**src/rtl/core/izhikevich_neuron_update_assert.svh**
```systemverilog
// ----------------------------------------------------------------------------
// izhikevich neuron update assertion macros
// concurrent check templates used by the rtl file that carries assertions
// ----------------------------------------------------------------------------
`ifndef IZHIKEVICH_NEURON_UPDATE_ASSERT_SVH
`define IZHIKEVICH_NEURON_UPDATE_ASSERT_SVH

// same-cycle implication
`define IZH_ASSERT_IMP(lbl, clk, rst_n, ante, cons) \
	lbl: assert property (@(posedge clk) disable iff (!rst_n) (ante) |-> (cons)) \
		else $error("izh: same-cycle check failed");

// next-cycle implication
`define IZH_ASSERT_NEXT(lbl, clk, rst_n, ante, cons) \
	lbl: assert property (@(posedge clk) disable iff (!rst_n) (ante) |=> (cons)) \
		else $error("izh: next-cycle check failed");

`endif

```
**src/rtl/core/izh_pkg.sv**
```systemverilog
// ----------------------------------------------------------------------------
// izh_pkg
// shared widths, codes, types and saturation helper of the neuron update block
// ----------------------------------------------------------------------------
package izh_pkg;

	localparam int DATA_W      = 32;
	localparam int NEURON_W    = 10;
	localparam int ROW_W       = 3 * DATA_W;
	localparam int IN_TDATA_W  = 48;
	localparam int OUT_TDATA_W = 80;

	localparam int NEURONS_DEF   = 1024;
	localparam int EXCIT_DEF     = 800;
	localparam int FRAC_BITS_DEF = 16;

	localparam int A_W = 17;
	localparam int B_W = 19;
	localparam int C_W = 24;
	localparam int D_W = 22;

	localparam int CFG_INDEX_W = 3;
	localparam int CFG_DATA_W  = 24;

	localparam logic [CFG_INDEX_W-1:0] REG_A_EXCIT = 3'd0;
	localparam logic [CFG_INDEX_W-1:0] REG_A_INHIB = 3'd1;
	localparam logic [CFG_INDEX_W-1:0] REG_B_EXCIT = 3'd2;
	localparam logic [CFG_INDEX_W-1:0] REG_B_INHIB = 3'd3;
	localparam logic [CFG_INDEX_W-1:0] REG_C_EXCIT = 3'd4;
	localparam logic [CFG_INDEX_W-1:0] REG_C_INHIB = 3'd5;
	localparam logic [CFG_INDEX_W-1:0] REG_D_EXCIT = 3'd6;
	localparam logic [CFG_INDEX_W-1:0] REG_D_INHIB = 3'd7;

	localparam logic OP_ADD    = 1'b0;
	localparam logic OP_UPDATE = 1'b1;

	localparam logic [A_W-1:0]        A_EXCIT_RST = 17'd1311;
	localparam logic [A_W-1:0]        A_INHIB_RST = 17'd6554;
	localparam logic signed [B_W-1:0] B_EXCIT_RST = 19'sd13107;
	localparam logic signed [B_W-1:0] B_INHIB_RST = 19'sd13107;
	localparam logic signed [C_W-1:0] C_EXCIT_RST = -24'sd4259840;
	localparam logic signed [C_W-1:0] C_INHIB_RST = -24'sd4259840;
	localparam logic [D_W-1:0]        D_EXCIT_RST = 22'd524288;
	localparam logic [D_W-1:0]        D_INHIB_RST = 22'd131072;

	typedef struct packed {
		logic [A_W-1:0]        a_excit;
		logic [A_W-1:0]        a_inhib;
		logic signed [B_W-1:0] b_excit;
		logic signed [B_W-1:0] b_inhib;
		logic signed [C_W-1:0] c_excit;
		logic signed [C_W-1:0] c_inhib;
		logic [D_W-1:0]        d_excit;
		logic [D_W-1:0]        d_inhib;
	} cfg_set_t;

	typedef struct packed {
		logic [NEURON_W-1:0]      neuron;
		logic                     fired;
		logic signed [DATA_W-1:0] potential;
		logic signed [DATA_W-1:0] recovery;
	} res_t;

	function automatic logic signed [DATA_W-1:0] sat32(input logic signed [63:0] x);
		logic signed [DATA_W-1:0] r;
		if (x > 64'sh0000_0000_7fff_ffff) begin
			r = 32'sh7fff_ffff;
		end else if (x < -64'sh0000_0000_8000_0000) begin
			r = 32'sh8000_0000;
		end else begin
			r = x[DATA_W-1:0];
		end
		return r;
	endfunction

endpackage

```
**src/rtl/core/izh_cfg.sv**
```systemverilog
// ----------------------------------------------------------------------------
// izh_cfg
// excitatory and inhibitory parameter registers behind the config write port
// ----------------------------------------------------------------------------
module izh_cfg (
	input  logic                               clk,
	input  logic                               arst_n,
	input  logic                               valid,
	output logic                               ready,
	input  logic [izh_pkg::CFG_INDEX_W-1:0]    index,
	input  logic [izh_pkg::CFG_DATA_W-1:0]     data,
	output izh_pkg::cfg_set_t                  regs
);

	import izh_pkg::*;

	cfg_set_t regs_q;

	assign ready = 1'b1;
	assign regs  = regs_q;

	always_ff @(posedge clk or negedge arst_n) begin
		if (!arst_n) begin
			regs_q.a_excit <= A_EXCIT_RST;
			regs_q.a_inhib <= A_INHIB_RST;
			regs_q.b_excit <= B_EXCIT_RST;
			regs_q.b_inhib <= B_INHIB_RST;
			regs_q.c_excit <= C_EXCIT_RST;
			regs_q.c_inhib <= C_INHIB_RST;
			regs_q.d_excit <= D_EXCIT_RST;
			regs_q.d_inhib <= D_INHIB_RST;
		end else if (valid) begin
			case (index)
				REG_A_EXCIT: regs_q.a_excit <= data[A_W-1:0];
				REG_A_INHIB: regs_q.a_inhib <= data[A_W-1:0];
				REG_B_EXCIT: regs_q.b_excit <= data[B_W-1:0];
				REG_B_INHIB: regs_q.b_inhib <= data[B_W-1:0];
				REG_C_EXCIT: regs_q.c_excit <= data[C_W-1:0];
				REG_C_INHIB: regs_q.c_inhib <= data[C_W-1:0];
				REG_D_EXCIT: regs_q.d_excit <= data[D_W-1:0];
				REG_D_INHIB: regs_q.d_inhib <= data[D_W-1:0];
				default: ;
			endcase
		end
	end

endmodule

```
**config.mk**
```make
export PLATFORM = sky130hd
export DESIGN_NAME = izh_cfg
export DESIGN_NICKNAME = d
export VERILOG_FILES = /design/src/rtl/core/izhikevich_neuron_update_assert.svh /design/src/rtl/core/izh_pkg.sv /design/src/rtl/core/izh_cfg.sv
export SDC_FILE = /design/constraint.sdc
export NUM_CORES = 1
export LEC_CHECK = 0
export ABC_AREA = 1
export BUFFER_PORTS_ARGS = -buffer_cell sky130_fd_sc_hd__buf_2
export CAP_MARGIN = 10
export CORE_ASPECT_RATIO = 1.5
export CORE_UTILIZATION = 51
export DETAILED_ROUTE_END_ITERATION = 7
export PLACE_DENSITY = 0.85
export SLEW_MARGIN = 20
export SYNTH_ARGS = -nofsm -noshare
export SYNTH_HDL_FRONTEND = slang
export SYNTH_SLANG_ARGS = --single-unit
export TNS_END_PERCENT = 100
```
**constraint.sdc**
```tcl
create_clock -name clk -period 0.9 [get_ports clk]
set_clock_uncertainty 0.2 [all_clocks]
set_input_delay 0.18 -clock clk [delete_from_list [all_inputs] [get_ports clk]]
set_output_delay 0.18 -clock clk [all_outputs]
set_load 0.005 [all_outputs]
```
==> impl_metrics.csv, run 1 <==
group,metric,value,unit
global_route,grt_start_max_net_pins,53,
pwr,power.leakage,5.42,nW
yosys,ys_seq_elements,164,
min_path,holdPathStages,3,
yosys,yosysUniqueCellTypes,17,
timing,worst_slack,-0.566,ns
flow_run,drv_cap,0,
pwr,power-per-cell-area,2350,mW/mm^2
min_path,hp-class,"in2reg",
yosys,synth_fa_ha_area_share,0,%
timing,fin_crit,1.47,ns
yosys,synthCells,736,
finish,multiInputGateArea,0.00250,sq mm
detailed_routing,wl_per_cell,20.0,microns
yosys,synth_top_family_by_area,"simple AND/OR/NAND/NOR gates",
finish,layoutNonFillerInstCount,1184,
detailed_routing,final_antenna_net_count,0,
global_route,grt_busiest_layer,"met2",
global_route,grt_pass1_wl,32000,microns
yosys,synth-edff-count,0,
yosys,synth_top_cells_by_count,"nand2_1, dfrtp_1, nand3_1",
yosys,synthSimpleGateAreaFrac,31.5,%
yosys,synthArstFlopShare,100,%
status,violations,"negative hold slack, negative setup slack",
yosys,yosysTopAreaCell,"dfrtp_1",
worst_setup_path,slowest_stage,"dfstp_2",
yosys,yosysWarnings,0,
timing,hold_ws,-0.149,ns
detailed_routing,routed-via-count,6537,
worst_setup_path,crit_chain,"buf_2",
worst_setup_path,cp_slowest_stage_delay,0.55,ns
yosys,synth_fp_nets,766,
status,status,"complete, but fails checks",
finish,insertedDiodeCount,0,
worst_setup_path,critPathTopFamily,"flip-flops",
yosys,synth_most_common_cell,"nand2_1",
timing,setup_viol,266,
timing,slew_violations,0,
finish,drive_gt1_share,48.1,%
floorplanning,die_y,140,microns
worst_setup_path,cp-end-kind,"primary output",
global_route,use_met3,6.89,%
worst_setup_path,reg2reg_depth,4,
finish,regArea,0.00416,sq mm
yosys,syn-cell-area,0.00652,sq mm
worst_setup_path,critPathBufInv,1,
detailed_routing,first_iter_violations,618,
clocking,cts_tree,"yes",
yosys,synth_compound_area_share,0,%
finish,stdcell_area,0.0100,sq mm
worst_setup_path,cp_num_cells,1,
clocking,ctsRootBufferMaster,"clkbuf_16",
global_route,grt_use_met1,37.0,%
worst_setup_path,cp_max_fo,2,
worst_setup_path,path_class,"reg2out",
worst_setup_path,cp-start-kind,"register",
floorplanning,dieArea,0.0132,sq mm
timing,rsz0062_at_grt,"true",
placed_design,gp_congestion,0.798,
detailed_routing,drt_wl_total,23600,microns
yosys,avgSynthCellArea,8.86,sq um
yosys,synth_area_leaders,"dfrtp_1, nand2_1, dfstp_2",
detailed_routing,dr.pass1.iters,5,
placed_design,portBuffers,193,
global_route,grt_usage,32.7,%
global_route,grt_pass1_vias,6115,
floorplanning,ioPinCount,195,
yosys,synth-main-ff-cell,"dfrtp_1",
clocking,h-tree-depth,4,
clocking,clock_sinks,164,
finish,largest_reg_flops,164,
yosys,ys_seq_area_share,63.9,%
yosys,netlist.area_leader.share,45.3,%
clocking,clock_latency,0.42,ns
timing,tns,-78.29,ns
finish,fillers,670,
global_route,grt_overflow,0,
floorplanning,initial_utilization,52.4,%
yosys,synth_xor_area_share,0,%
placed_design,dp_cells,1057,
floorplanning,core-area,0.0124,sq mm
yosys,muxShareOfSynthArea,0,%
pwr,ir_drop,1810,uV
clocking,cts.clk_slew.worst_paths,0.07,ns
global_route,gr-usage-met2,56.4,%
worst_setup_path,critical_path_arrival,1.09,ns
pwr,totalPowerFinal,23.5,mW
floorplanning,chipWidth,94.3,microns
floorplanning,num_rows,50,
timing,hold_viol,140,
finish,area_delta_synth_final,53.5,%
finish,nets,1045,
clocking,cts_made_buffers,17,
detailed_routing,viasPerCell,5.52,
placed_design,post_dp_cell_area,0.00794,sq mm
placed_design,place_hpwl,13400,microns
detailed_routing,drc_errors,0,
timing,fin_crit_sh,163,%
placed_design,pre_cts_ws,-0.491,ns
global_route,antenna_found_initial,0,
worst_setup_path,cp.required,0.52,ns
clocking,cts_hold_buf,6,
clocking,clk_path_buf_depth,2,
timing,timing.fmax,682,MHz
finish,final_util,80.4,%
-- cell type report --
cell class | instances | share of cell area (%)
clock buffer | 20 | 4.66
inverter | 6 | 0.550
sequential | 164 | 41.6
clock inverter | 12 | 1.44
timing repair buffer | 308 | 24.8
multi-input combinational | 518 | 25.0
tap | 156 | 1.95
-- per-layer routing --
metal  part of all wire, %  up-vias
met5                     0        -
met4                   6.7        0
met3                   7.6      121
met2                    51      424
met1                    34     3174
li1                      -     2818
-- power breakdown --
part | internal, mW | switching (mW)
combinational | 3.23 | 2.84
sequential | 9.05 | 0.934
clock | 4.36 | 3.08
total | 16.6 | 6.85
-- cells by family (layout without fill, tap and decap cells) --
group / after synthesis / in the layout
and+or+nand+nor: 513 / 517
DFF: 164 / 164
buffers and inverters: 58 / 346
other: 1 / 1
-- what timing repair did --
action	in CTS	in global routing
setup endpoints to repair	257	274
resized for setup	56	139
gates cloned	1	3
buffers inserted	57	52
endpoints found under the hold margin	328	147
pin swaps	31	66
-- final timing paths --
kind	start	endpoint	slack [ns]
setup / recovery	regs[84]	regs[84]	-0.57
hold / removal	data[17]	regs[17]	-0.15
setup reg to reg	regs[119]	regs[119]	-0.19
hold reg to reg	regs[100]	regs[100]	0.26
max in group asynchronous	arst_n	regs[111]	0.05
min in group asynchronous	arst_n	regs[1]	0.12
-- worst reg2reg max path: cells and delay by family, from the launching register on --
kind	cells	cell delay (ns)
and+or+nand+nor	2	0.11
buffers and inverters	2	0.18
DFF	1	0.55
-- placed cells by master (no fill, tap or decap) --
master	n
clkinv_4	4
inv_8	3
nand3_2	4
buf_12	19
clkinv_2	1
nand2_8	6
inv_2	1
buf_4	32
nand3_1	73
inv_12	1
buf_2	164
buf_6	87
clkbuf_16	17
nor2_4	7
bufinv_16	2
dlymetal6s4s_1	1
dlygate4sd3_1	5
inv_1	1
nor2_2	1
nand2_2	79
clkbuf_8	3
inv_6	3
nand2_1	335
conb_1	1
nand2_4	12
dfstp_2	46
clkinvlp_4	2
dfrtp_1	118
(Power assumes the default switching activity.)
==> inputs of run 2 (changes only) <==
ABC_AREA = default   (was 1)
CAP_MARGIN = default   (was 10)
CELL_PAD_IN_SITES_DETAIL_PLACEMENT = 0   (was default)
CELL_PAD_IN_SITES_GLOBAL_PLACEMENT = 1   (was default)
CORE_UTILIZATION = 42   (was 51)
PLACE_DENSITY = 0.86   (was 0.85)
==> run 2 against run 1 <==
- the flow still finishes with violations (negative hold slack, negative setup slack)
- register-to-register slack got worse by 0.13 ns
- area after synthesis shrank 3.5%
- combinational power increased by 19%
- power grew 3.4%
- die area up 17%
- critical path type unchanged
- critical endpoint is now regs[111]
- largest cell class unchanged
==> impl_metrics.csv, run 2 <==
group,metric,value,unit
finish,area_delta_synth_final,63.3,%
floorplanning,core-area,0.0146,sq mm
clocking,clk_path_buf_depth,2,
status,status,"complete, but fails checks",
detailed_routing,dr_wl_met2,11300,microns
timing,rsz0062_at_grt,"true",
placed_design,place_hpwl,11400,microns
clocking,cts_made_buffers,17,
global_route,grt_usage,26.9,%
placed_design,dp_cells,747,
global_route,antenna_found_initial,0,
finish,fillers,948,
timing,slew_violations,0,
worst_setup_path,cp.required,0.52,ns
floorplanning,chipWidth,102,microns
yosys,synth_area_leaders,"dfrtp_1, mux2_2, dfstp_2",
worst_setup_path,cp_max_fo,2,
detailed_routing,routed-via-count,4495,
clocking,h-tree-depth,4,
finish,final_cell_mix,"buf_2, mux2_4, dfrtp_1",
worst_setup_path,cp-start-kind,"register",
yosys,synth-edff-count,0,
global_route,grt_start_max_net_pins,36,
finish,layoutNonFillerInstCount,896,
global_route,grt_pass1_vias,4953,
finish,largest_reg_flops,164,
clocking,cts.clk_slew.worst_paths,0.07,ns
yosys,yosysWarnings,0,
finish,insertedDiodeCount,0,
detailed_routing,route.met3.wl,627,microns
yosys,syn-cell-area,0.00629,sq mm
worst_setup_path,critical_path_arrival,1.09,ns
worst_setup_path,path_class,"reg2out",
clocking,clock_latency,0.41,ns
floorplanning,num_rows,54,
timing,worst_slack,-0.568,ns
pwr,power-per-cell-area,2360,mW/mm^2
worst_setup_path,cp_slowest_stage_delay,0.55,ns
detailed_routing,final_antenna_net_count,0,
clocking,ctsRootBufferMaster,"clkbuf_16",
finish,layout_commonest_cell,"buf_2",
timing,fin_crit_sh,163,%
detailed_routing,wl_per_cell,22.5,microns
finish,nets,717,
yosys,avgSynthCellArea,17.7,sq um
yosys,synth-main-ff-cell,"dfrtp_1",
yosys,ys_seq_area_share,66.2,%
yosys,yosysTopAreaCell,"dfrtp_1",
yosys,netlist.area_leader.share,46.9,%
worst_setup_path,critPathBufInv,1,
yosys,synth_fp_nets,386,
yosys,synthArstFlopShare,100,%
worst_setup_path,cp-end-kind,"primary output",
placed_design,pre_cts_ws,-0.674,ns
floorplanning,initial_utilization,43.1,%
detailed_routing,top_layer,"met4",
detailed_routing,viasPerCell,5.02,
finish,final_util,70.4,%
worst_setup_path,crit_chain,"buf_2",
floorplanning,dieArea,0.0155,sq mm
timing,hold_viol,323,
placed_design,post_dp_cell_area,0.00795,sq mm
timing,fin_crit,1.47,ns
detailed_routing,m1WireLength,7370,microns
yosys,ys_seq_elements,164,
worst_setup_path,slowest_stage,"dfstp_2",
yosys,synthCells,356,
detailed_routing,dr.pass1.iters,4,
floorplanning,ioPinCount,195,
timing,hold_ws,-0.601,ns
placed_design,portBuffers,193,
global_route,grt_pass1_wl,30100,microns
finish,drive_gt1_share,82.3,%
yosys,synth_most_common_cell,"mux2_2",
yosys,synth_top_cells_by_count,"mux2_2, dfrtp_1, dfstp_2",
yosys,yosysUniqueCellTypes,14,
floorplanning,die_y,152,microns
status,violations,"negative hold slack, negative setup slack",
pwr,ir_drop,1390,uV
clocking,cts_tree,"yes",
detailed_routing,drc_errors,0,
flow_run,drv_cap,0,
min_path,hp-class,"in2async",
pwr,power.leakage,5.20,nW
detailed_routing,drt_wl_total,20100,microns
timing,setup_viol,328,
global_route,grt_overflow,0,
timing,timing.fmax,681,MHz
detailed_routing,first_iter_violations,140,
clocking,clock_sinks,164,
finish,stdcell_area,0.0103,sq mm
placed_design,gp_congestion,0.761,
worst_setup_path,critPathTopFamily,"flip-flops",
==> run 2: area by class of cell <==
cell class	count	area, sq um	share of cell area [%]
Timing Repair Buffer	331	2830	27.6
Sequential cell	164	4160	40.5
Clock inverter	14	103	0.999
Tap cell	196	245	2.39
Clock buffer	18	429	4.18
Multi-Input combinational cell	173	2500	24.3
==> run 2: cell families after synthesis <==
family	synth area share (%)
multiplexers	30.0
other	0.0596
flip-flops	66.2
AND/OR/NAND/NOR	1.49
buffers and inverters	2.33
==> run 2: worst paths after layout <==
path | startpoint | to | slack, ns | depth (start not counted)
max | regs[111] | regs[111] | -0.57 | 1
min | arst_n | regs[160] | -0.60 | 1
max reg2reg | regs[139] | regs[139] | -0.32 | 3
min reg2reg | regs[32] | regs[32] | 0.30 | 1
max in group asynchronous | arst_n | regs[17] | 0.58 | 2
min in group clk | data[23] | regs[91] | -0.18 | 2
==> run 2: layer usage <==
layer | global-route usage, % | up-vias
li1 | - | 1927
met1 | 29.3 | 2362
met2 | 49.8 | 156
met3 | 4.23 | 50
met4 | 12.1 | 0
met5 | 0 | -
==> run 2: stage by stage <==
stage,setup TNS [ns],total power [mW]
2_1_floorplan,-75.26,12.5
3_3_place_gp,-96.27,14.9
3_5_place_dp,-100.67,15.1
4_1_cts,-102.83,23.5
5_1_grt,-113.10,25.3
6_report,-106.78,24.3
==> run 2: worst register-to-register path, stage by stage, from the launching register on <==
cell	delay [ns]
dfrtp_1	0.41
buf_6	0.13
buf_6	0.10
mux2_4	0.26
==> run 2: what timing repair did <==
| action | 4_1_cts | 5_1_grt |
|---|---|---|
| hold endpoints to repair | 325 | 324 |
| cloned | 14 | 0 |
| setup endpoints to repair | 328 | 328 |
| resized for setup | 141 | 60 |
| pin swaps | 5 | 4 |
| buffers inserted | 77 | 55 |
==> run 2: where the power goes <==
group | total [mW] | leakage (nW) | internal (mW) | switching, mW
logic | 7.22 | 3.04 | 4.91 | 2.31
clock network | 6.62 | 0.253 | 3.55 | 3.08
registers | 10.4 | 1.90 | 9.35 | 1.08
total | 24.3 | 5.20 | 17.8 | 6.47
