`src/rtl/core/izhikevich_neuron_update_assert.svh`:
```
// ----------------------------------------------------------------------------
// izhikevich neuron update assertion macros
// concurrent check templates used by the rtl file that carries assertions
// ----------------------------------------------------------------------------
`ifndef IZHIKEVICH_NEURON_UPDATE_ASSERT_SVH
`define IZHIKEVICH_NEURON_UPDATE_ASSERT_SVH

// same-cycle implication
`define IZH_ASSERT_IMP(lbl, clk, rst_n, ante, cons) \
	lbl: assert property (@(posedge clk) disable iff (!rst_n) (ante) |-> (cons)) \
		else $error("izh: same-cycle check failed");

// next-cycle implication
`define IZH_ASSERT_NEXT(lbl, clk, rst_n, ante, cons) \
	lbl: assert property (@(posedge clk) disable iff (!rst_n) (ante) |=> (cons)) \
		else $error("izh: next-cycle check failed");

`endif

```
`src/rtl/core/izh_pkg.sv`:
```
// ----------------------------------------------------------------------------
// izh_pkg
// shared widths, codes, types and saturation helper of the neuron update block
// ----------------------------------------------------------------------------
package izh_pkg;

	localparam int DATA_W      = 32;
	localparam int NEURON_W    = 10;
	localparam int ROW_W       = 3 * DATA_W;
	localparam int IN_TDATA_W  = 48;
	localparam int OUT_TDATA_W = 80;

	localparam int NEURONS_DEF   = 1024;
	localparam int EXCIT_DEF     = 800;
	localparam int FRAC_BITS_DEF = 16;

	localparam int A_W = 17;
	localparam int B_W = 19;
	localparam int C_W = 24;
	localparam int D_W = 22;

	localparam int CFG_INDEX_W = 3;
	localparam int CFG_DATA_W  = 24;

	localparam logic [CFG_INDEX_W-1:0] REG_A_EXCIT = 3'd0;
	localparam logic [CFG_INDEX_W-1:0] REG_A_INHIB = 3'd1;
	localparam logic [CFG_INDEX_W-1:0] REG_B_EXCIT = 3'd2;
	localparam logic [CFG_INDEX_W-1:0] REG_B_INHIB = 3'd3;
	localparam logic [CFG_INDEX_W-1:0] REG_C_EXCIT = 3'd4;
	localparam logic [CFG_INDEX_W-1:0] REG_C_INHIB = 3'd5;
	localparam logic [CFG_INDEX_W-1:0] REG_D_EXCIT = 3'd6;
	localparam logic [CFG_INDEX_W-1:0] REG_D_INHIB = 3'd7;

	localparam logic OP_ADD    = 1'b0;
	localparam logic OP_UPDATE = 1'b1;

	localparam logic [A_W-1:0]        A_EXCIT_RST = 17'd1311;
	localparam logic [A_W-1:0]        A_INHIB_RST = 17'd6554;
	localparam logic signed [B_W-1:0] B_EXCIT_RST = 19'sd13107;
	localparam logic signed [B_W-1:0] B_INHIB_RST = 19'sd13107;
	localparam logic signed [C_W-1:0] C_EXCIT_RST = -24'sd4259840;
	localparam logic signed [C_W-1:0] C_INHIB_RST = -24'sd4259840;
	localparam logic [D_W-1:0]        D_EXCIT_RST = 22'd524288;
	localparam logic [D_W-1:0]        D_INHIB_RST = 22'd131072;

	typedef struct packed {
		logic [A_W-1:0]        a_excit;
		logic [A_W-1:0]        a_inhib;
		logic signed [B_W-1:0] b_excit;
		logic signed [B_W-1:0] b_inhib;
		logic signed [C_W-1:0] c_excit;
		logic signed [C_W-1:0] c_inhib;
		logic [D_W-1:0]        d_excit;
		logic [D_W-1:0]        d_inhib;
	} cfg_set_t;

	typedef struct packed {
		logic [NEURON_W-1:0]      neuron;
		logic                     fired;
		logic signed [DATA_W-1:0] potential;
		logic signed [DATA_W-1:0] recovery;
	} res_t;

	function automatic logic signed [DATA_W-1:0] sat32(input logic signed [63:0] x);
		logic signed [DATA_W-1:0] r;
		if (x > 64'sh0000_0000_7fff_ffff) begin
			r = 32'sh7fff_ffff;
		end else if (x < -64'sh0000_0000_8000_0000) begin
			r = 32'sh8000_0000;
		end else begin
			r = x[DATA_W-1:0];
		end
		return r;
	endfunction

endpackage

```
`src/rtl/core/izh_mul.sv`:
```
// ----------------------------------------------------------------------------
// izh_mul
// shared signed multiplier with a registered product
// ----------------------------------------------------------------------------
module izh_mul #(
	parameter int X_W = 37,
	parameter int Y_W = 32
) (
	input  logic                        clk,
	input  logic signed [X_W-1:0]       x,
	input  logic signed [Y_W-1:0]       y,
	output logic signed [X_W+Y_W-1:0]   p
);

	logic signed [X_W+Y_W-1:0] p_q;

	always_ff @(posedge clk) begin
		p_q <= x * y;
	end

	assign p = p_q;

endmodule

```
`src/rtl/core/izh_seq.sv`:
```
// ----------------------------------------------------------------------------
// izh_seq
// read-modify-write sequencer: memory clear, current accumulation and the
// multi-step neuron update on the shared multiplier
// ----------------------------------------------------------------------------
module izh_seq #(
	parameter int NEURONS       = izh_pkg::NEURONS_DEF,
	parameter int EXCIT_NEURONS = izh_pkg::EXCIT_DEF,
	parameter int FRAC_BITS     = izh_pkg::FRAC_BITS_DEF
) (
	input  logic                              clk,
	input  logic                              arst_n,
	input  logic                              in_valid,
	output logic                              in_ready,
	input  logic                              in_op,
	input  logic [izh_pkg::NEURON_W-1:0]      in_neuron,
	input  logic signed [izh_pkg::DATA_W-1:0] in_amount,
	input  izh_pkg::cfg_set_t                 cfg,
	output logic [$clog2(NEURONS)-1:0]        ram_raddr,
	input  logic [izh_pkg::ROW_W-1:0]         ram_rdata,
	output logic                              ram_we,
	output logic [$clog2(NEURONS)-1:0]        ram_waddr,
	output logic [izh_pkg::ROW_W-1:0]         ram_wdata,
	output logic                              res_valid,
	input  logic                              res_ready,
	output izh_pkg::res_t                     res,
	output logic                              clearing
);

	import izh_pkg::*;

	localparam int AW    = $clog2(NEURONS);
	localparam int BVP_W = B_W + DATA_W - FRAC_BITS;
	localparam int BV_W  = ((BVP_W > DATA_W) ? BVP_W : DATA_W) + 1;
	localparam int MX_W  = BV_W;
	localparam int MY_W  = DATA_W;
	localparam int P_W   = MX_W + MY_W;

	localparam longint ONE_Q = longint'(1) << FRAC_BITS;
	localparam logic signed [MY_W-1:0]   K_004    = MY_W'(((4 * ONE_Q) + 50) / 100);
	localparam logic signed [63:0]       K_FIVE   = 5 * ONE_Q;
	localparam logic signed [63:0]       K_140    = 140 * ONE_Q;
	localparam logic signed [63:0]       K_THRESH = 30 * ONE_Q;
	localparam logic signed [DATA_W-1:0] V_START  = DATA_W'(-65 * ONE_Q);
	localparam logic signed [DATA_W-1:0] U_START  = DATA_W'(-13 * ONE_Q);
	localparam logic [AW-1:0]            CLR_LAST = AW'(NEURONS - 1);

	localparam logic [3:0] ST_CLEAR  = 4'd0;
	localparam logic [3:0] ST_IDLE   = 4'd1;
	localparam logic [3:0] ST_LOAD   = 4'd2;
	localparam logic [3:0] ST_PREP   = 4'd3;
	localparam logic [3:0] ST_HS_K   = 4'd4;
	localparam logic [3:0] ST_HS_T   = 4'd5;
	localparam logic [3:0] ST_HS_TV  = 4'd6;
	localparam logic [3:0] ST_HS_V   = 4'd7;
	localparam logic [3:0] ST_BV     = 4'd8;
	localparam logic [3:0] ST_BV_SUB = 4'd9;
	localparam logic [3:0] ST_ABV    = 4'd10;
	localparam logic [3:0] ST_U_UPD  = 4'd11;
	localparam logic [3:0] ST_WB     = 4'd12;

	logic [3:0]               state_q, state_d;
	logic [AW-1:0]            clr_q;
	logic                     half_q;
	logic                     op_q;
	logic [NEURON_W-1:0]      n_q;
	logic signed [DATA_W-1:0] amt_q;
	logic                     excit_q;
	logic                     fired_q;
	logic signed [DATA_W-1:0] v_q, u_q, cur_q;
	logic signed [63:0]       base_q;
	logic signed [MY_W-1:0]   t_q;
	logic signed [MX_W-1:0]   bv_q;

	logic                     in_range, in_excit;
	logic [AW-1:0]            n_addr;
	logic signed [DATA_W-1:0] row_v, row_u, row_c;
	logic signed [DATA_W-1:0] cur_sum, u_spike;
	logic                     spike;
	logic [A_W-1:0]           sel_a;
	logic signed [B_W-1:0]    sel_b;
	logic signed [C_W-1:0]    sel_c;
	logic [D_W-1:0]           sel_d;
	logic signed [63:0]       d_ext;
	logic signed [MX_W-1:0]   mul_x;
	logic signed [MY_W-1:0]   mul_y;
	logic signed [P_W-1:0]    prod;
	logic signed [63:0]       p_sh, hv;
	logic signed [DATA_W-1:0] v_half, u_next;

	izh_mul #(
		.X_W (MX_W),
		.Y_W (MY_W)
	) u_mul (
		.clk (clk),
		.x   (mul_x),
		.y   (mul_y),
		.p   (prod)
	);

	assign in_range  = {{(32 - NEURON_W){1'b0}}, in_neuron} < 32'(NEURONS);
	assign in_excit  = {{(32 - NEURON_W){1'b0}}, in_neuron} < 32'(EXCIT_NEURONS);
	assign ram_raddr = AW'(in_neuron);
	assign n_addr    = AW'(n_q);
	assign in_ready  = (state_q == ST_IDLE);
	assign clearing  = (state_q == ST_CLEAR);
	assign res_valid = (state_q == ST_WB);

	assign res.neuron    = n_q;
	assign res.fired     = fired_q;
	assign res.potential = v_q;
	assign res.recovery  = u_q;

	// excitatory or inhibitory parameter set
	assign sel_a = excit_q ? cfg.a_excit : cfg.a_inhib;
	assign sel_b = excit_q ? cfg.b_excit : cfg.b_inhib;
	assign sel_c = excit_q ? cfg.c_excit : cfg.c_inhib;
	assign sel_d = excit_q ? cfg.d_excit : cfg.d_inhib;
	assign d_ext = signed'(64'(sel_d));

	assign row_v = ram_rdata[DATA_W-1:0];
	assign row_u = ram_rdata[2*DATA_W-1:DATA_W];
	assign row_c = ram_rdata[3*DATA_W-1:2*DATA_W];

	assign cur_sum = sat32(64'(row_c) + 64'(amt_q));
	assign spike   = 64'(row_v) >= K_THRESH;
	assign u_spike = sat32(64'(row_u) + d_ext);

	// product scaled back to the fixed-point grid, rounding down
	assign p_sh   = 64'(prod >>> FRAC_BITS);
	assign hv     = p_sh + base_q;
	assign v_half = sat32(64'(v_q) + (hv >>> 1));
	assign u_next = sat32(64'(u_q) + p_sh);

	always_comb begin
		state_d   = state_q;
		ram_we    = 1'b0;
		ram_waddr = n_addr;
		ram_wdata = {{DATA_W{1'b0}}, u_q, v_q};
		mul_x     = MX_W'(v_q);
		mul_y     = K_004;
		case (state_q)
			ST_CLEAR: begin
				ram_we    = 1'b1;
				ram_waddr = clr_q;
				ram_wdata = {{DATA_W{1'b0}}, U_START, V_START};
				if (clr_q == CLR_LAST) begin
					state_d = ST_IDLE;
				end
			end
			ST_IDLE: begin
				if (in_valid && in_range) begin
					state_d = ST_LOAD;
				end
			end
			ST_LOAD: begin
				if (op_q == OP_ADD) begin
					ram_we    = 1'b1;
					ram_wdata = {cur_sum, row_u, row_v};
					state_d   = ST_IDLE;
				end else begin
					state_d = ST_PREP;
				end
			end
			ST_PREP:   state_d = ST_HS_T;
			ST_HS_K:   state_d = ST_HS_T;
			ST_HS_T:   state_d = ST_HS_TV;
			ST_HS_TV: begin
				mul_y   = t_q;
				state_d = ST_HS_V;
			end
			ST_HS_V:   state_d = half_q ? ST_BV : ST_HS_K;
			ST_BV: begin
				mul_y   = MY_W'(sel_b);
				state_d = ST_BV_SUB;
			end
			ST_BV_SUB: state_d = ST_ABV;
			ST_ABV: begin
				mul_x   = bv_q;
				mul_y   = MY_W'(signed'({1'b0, sel_a}));
				state_d = ST_U_UPD;
			end
			ST_U_UPD:  state_d = ST_WB;
			ST_WB: begin
				if (res_ready) begin
					ram_we  = 1'b1;
					state_d = ST_IDLE;
				end
			end
			default:   state_d = ST_IDLE;
		endcase
	end

	always_ff @(posedge clk or negedge arst_n) begin
		if (!arst_n) begin
			state_q <= ST_CLEAR;
			clr_q   <= '0;
			half_q  <= 1'b0;
		end else begin
			state_q <= state_d;
			if (state_q == ST_CLEAR) begin
				clr_q <= clr_q + AW'(1);
			end
			if (state_q == ST_PREP) begin
				half_q <= 1'b0;
			end
			if (state_q == ST_HS_V) begin
				half_q <= 1'b1;
			end
		end
	end

	always_ff @(posedge clk) begin
		case (state_q)
			ST_IDLE: begin
				op_q    <= in_op;
				n_q     <= in_neuron;
				amt_q   <= in_amount;
				excit_q <= in_excit;
			end
			ST_LOAD: begin
				fired_q <= spike;
				v_q     <= spike ? DATA_W'(sel_c) : row_v;
				u_q     <= spike ? u_spike : row_u;
				cur_q   <= row_c;
			end
			ST_PREP:   base_q <= K_140 - 64'(u_q) + 64'(cur_q);
			ST_HS_T:   t_q    <= MY_W'(p_sh + K_FIVE);
			ST_HS_V:   v_q    <= v_half;
			ST_BV_SUB: bv_q   <= MX_W'(p_sh - 64'(u_q));
			ST_U_UPD:  u_q    <= u_next;
			default: ;
		endcase
	end

endmodule
```
`config.mk`:
```
export PLATFORM = sky130hd
export DESIGN_NAME = izh_seq
export DESIGN_NICKNAME = d
export VERILOG_FILES = /design/src/rtl/core/izhikevich_neuron_update_assert.svh /design/src/rtl/core/izh_pkg.sv /design/src/rtl/core/izh_mul.sv /design/src/rtl/core/izh_seq.sv
export SDC_FILE = /design/constraint.sdc
export NUM_CORES = 2
export LEC_CHECK = 0
export BUFFER_PORTS_ARGS = -buffer_cell sky130_fd_sc_hd__clkbuf_2
export CORE_MARGIN = 2
export CORE_UTILIZATION = 45
export CTS_BUF_LIST = sky130_fd_sc_hd__clkbuf_2 sky130_fd_sc_hd__clkbuf_4 sky130_fd_sc_hd__clkbuf_8
export DETAILED_ROUTE_END_ITERATION = 6
export PLACE_DENSITY = 0.6
export SLEW_MARGIN = 20
export SYNTH_ARGS = -nofsm -noshare
export SYNTH_HDL_FRONTEND = slang
export SYNTH_SLANG_ARGS = --single-unit
```
`constraint.sdc`:
```
create_clock -name clk -period 21.3 [get_ports clk]
set_clock_uncertainty 0.1 [all_clocks]
set_input_delay 3.195 -clock clk [delete_from_list [all_inputs] [get_ports clk]]
set_output_delay 3.195 -clock clk [all_outputs]
set_load 0.1 [all_outputs]
```
==> summary.txt <==
Critical path
  • CP Capture Type: flop
  • Most common cell on crit path: fa_1
  • Worst EP arrival: 12.69 ns
  • CP Max Fanout: 26
  • CP peak stage delay: 0.85 ns
  • Slowest-stage cell, CP: a21o_1
  • Crit path kind: in2reg
  • Critical path required time: 21.78 ns
  • Worst Setup Start Kind: input port

Logic synthesis
  • FF+latch count, synth: 310
  • Post-synth EDFFs: 243
  • Seq/Total Area, Yosys: 0.1262
  • Count of cell types in the netlist: 114
  • Syn Std Cell Area: 69,020 sq um
  • Synth Warn #: 0
  • Async set-reset flop share out of synthesis: 0.04839
  • Post-synthesis net count: 9,938
  • Syn_area_per_cell: 8.721 sq um
  • Top_reg_cell synth: edfxtp_1
  • Synth Instances: 7,914

Route
  • DRT Pass-1 Iters: 6
  • DRC viols: 0
  • Via count: 58,837
  • Post-route ant nets: 0
  • Total wire length: 257,500 microns
  • Avg WL per Cell: 24.96 microns
  • Initial DRC Count: 5,251
  • Number of vias per cell: 5.705

Timing
  • Max Slew Vio Count: 0
  • Final Setup Violations: 0
  • Unrepaired setup endpoints after global routing: no
  • Setup tns final: 0 ns
  • Hold Violations, Final: 0
  • Actual slew at the worst max-slew pin: 1.285 ns
  • Slew margin rel.: 0.1326
  • Final Cycle Share: 0.5732
  • Crit path time final: 12.21 ns
  • Fmax: 81.90 MHz

Clocking
  • Clk root buf: clkbuf_8
  • CTS tree: built
  • Hold buffers post-CTS: 0
  • CTS buffer count: 61
  • Worst-skew pair later-pin latency: 0.76 ns
  • CTS resizes: 0
  • Total setup buffers inserted after CTS: 0
  • CTS Buffer Depth: 3
  • Clock transition at path regs: 0.07 ns
  • H-tree Lvls: 2
  • Clock Sinks: 310

Die
  • Cell Rows: 143
  • Die area: 156,500 sq um
  • Core area: 152,100 sq um
  • Initial core utilization: 0.4538
  • IO Pins: 502
  • Die Ht: 395.6 microns
  • Die width: 395.6 microns

Global routing
  • Vias in the first global route: 60,253
  • Initial antenna violation count: 25
  • Total grt overflow: 0
  • GRT Total Usage: 0.3309
  • First-pass GRT wire length: 387,000 microns
  • Pin count of the biggest net entering global routing: 65

Final layout
  • Non-Filler Instances: 10,314
  • Nets: 10,252
  • Area grow syn2layout: 8.705%
  • Share of cells above drive strength 1: 0.1052

Place
  • Port buffer count: 501
  • Placed Instances: 10,195
  • Placer congestion estimate: 1.003
  • DP Wirelength: 213,300 microns

Outcome
  • Status: finished clean

Worst hold path
  • Hold Crit Class: reg2reg

Run
  • Max_cap viols: 0
==> final timing paths <==
path / slack, ns / startpoint / cells past startpoint / to
worst max register to register: 9.81 / state_q[1]$_DFFE_PN0P_ / 33 / u_mul.p[66]$_DFF_P_
worst max-delay path: 9.09 / cfg[129] / 33 / u_mul.p[66]$_DFF_P_
worst min-delay path: 0.42 / clr_q[9]$_DFFE_PN0P_ / 1 / clr_q[9]$_DFFE_PN0P_
min in group asynchronous: 2.25 / arst_n / 1 / state_q[0]$_DFFE_PN0P_
worst min register to register: 0.42 / clr_q[9]$_DFFE_PN0P_ / 1 / clr_q[9]$_DFFE_PN0P_
max in group asynchronous: 18.54 / arst_n / 1 / state_q[1]$_DFFE_PN0P_
==> sequential cells by signal (all words and copies together) (netlist names) <==
signal and cells:
u_q 32, half_q 1, clr_q 10, n_addr 10, base_q 34, bv_q 36, u_mul.p 52, excit_q 1
state_q 4, v_q 32, cur_q 32, t_q 32, fired_q 1, op_q 1, amt_q 32
==> synthesized netlist by cell type, types with 84 or more instances <==
library cell  number  area, sq um
nor2_1           963         3615
ha_1             509         6369
xnor2_1          236         2067
a21o_1           190         1426
nand2_1          796         2988
xor2_1            84        735.7
o21ai_0          243         1216
edfxtp_1         243         7297
a21oi_1          435         2177
nand2b_1          93        581.8
inv_1           1364         5120
fa_1            1208        24180
clkbuf_1         303         1137
==> layout make-up <==
cell class                 count  area [sq um]
fill                       14890         77060
multi-input combinational   5871         53940
sequential                   310          8715
inverter                    1367          5131
timing repair buffer         617          3378
tap                         2030          2540
clock buffer                  74         968.4
clock inverter                40         342.8
antenna                        5         12.51
==> placed cells by master, fill, tap and decap left out, drive strengths merged, types with 31 or more instances in the layout <==
cell type / instances
nor2b: 70
nand2: 797
or2: 31
edfxtp: 243
fa: 1208
o22ai: 37
a31oi: 53
inv: 1368
nor3: 72
and2: 57
nand2b: 93
o21bai: 49
xor2: 84
a21o: 190
ha: 509
and3: 32
nor2: 964
mux2: 35
clkbuf: 575
nand3: 75
o211ai: 35
nand4: 60
o21ai: 255
xnor2: 236
o21a: 46
mux2i: 66
dfxtp: 52
a211oi: 56
buf: 116
a21oi: 437
==> kinds of logic after synthesis <==
kind of cell	after synthesis	synth area share
buffers and inverters	1733	0.09570
AO/OA/AOI/OAI	1376	0.1294
flip-flops	310	0.1262
XOR/XNOR	320	0.04061
AND/OR/NAND/NOR	2357	0.1501
adder cells (fa/ha/maj)	1717	0.4427
multiplexers	101	0.01528
==> worst max-delay path: cells and delay by family <==
family	cells	cell delay (ns)
AOI/OAI and AO/OA	11	3.29
xor gates and xnor gates	1	0.15
adders and majority gates	9	4.56
buffers and inverters	7	0.70
muxes	1	0.09
and+or+nand+nor	4	0.65
==> stage by stage <==
step	hold WS (ns)	worst slack, ns	util	cell area [sq um]
floorplan	0.3578	9.615	-	69020
global placement	0.4024	8.492	0.4846	73700
detailed placement	0.4032	8.440	0.4846	73700
CTS	0.4171	9.169	0.4933	75020
global route	0.4322	8.729	0.4933	75030
finish	0.4204	9.090	0.4933	75030
==> per-layer routing <==
layer | up-vias | wire length [microns] | global-route usage | part of all wire
li1 | 26029 | - | - | -
met2 | 2611 | 113600 | 0.5112 | 0.44
met4 | 6 | 10010 | 0.1067 | 0.039
met5 | - | 38 | 0 | 0.00015
met1 | 29748 | 109900 | 0.4699 | 0.43
met3 | 443 | 23980 | 0.06074 | 0.093
Power is left out: the tool's default activity adds up to more than one toggle a clock period on the data nets, which glitch-free logic cannot reach.
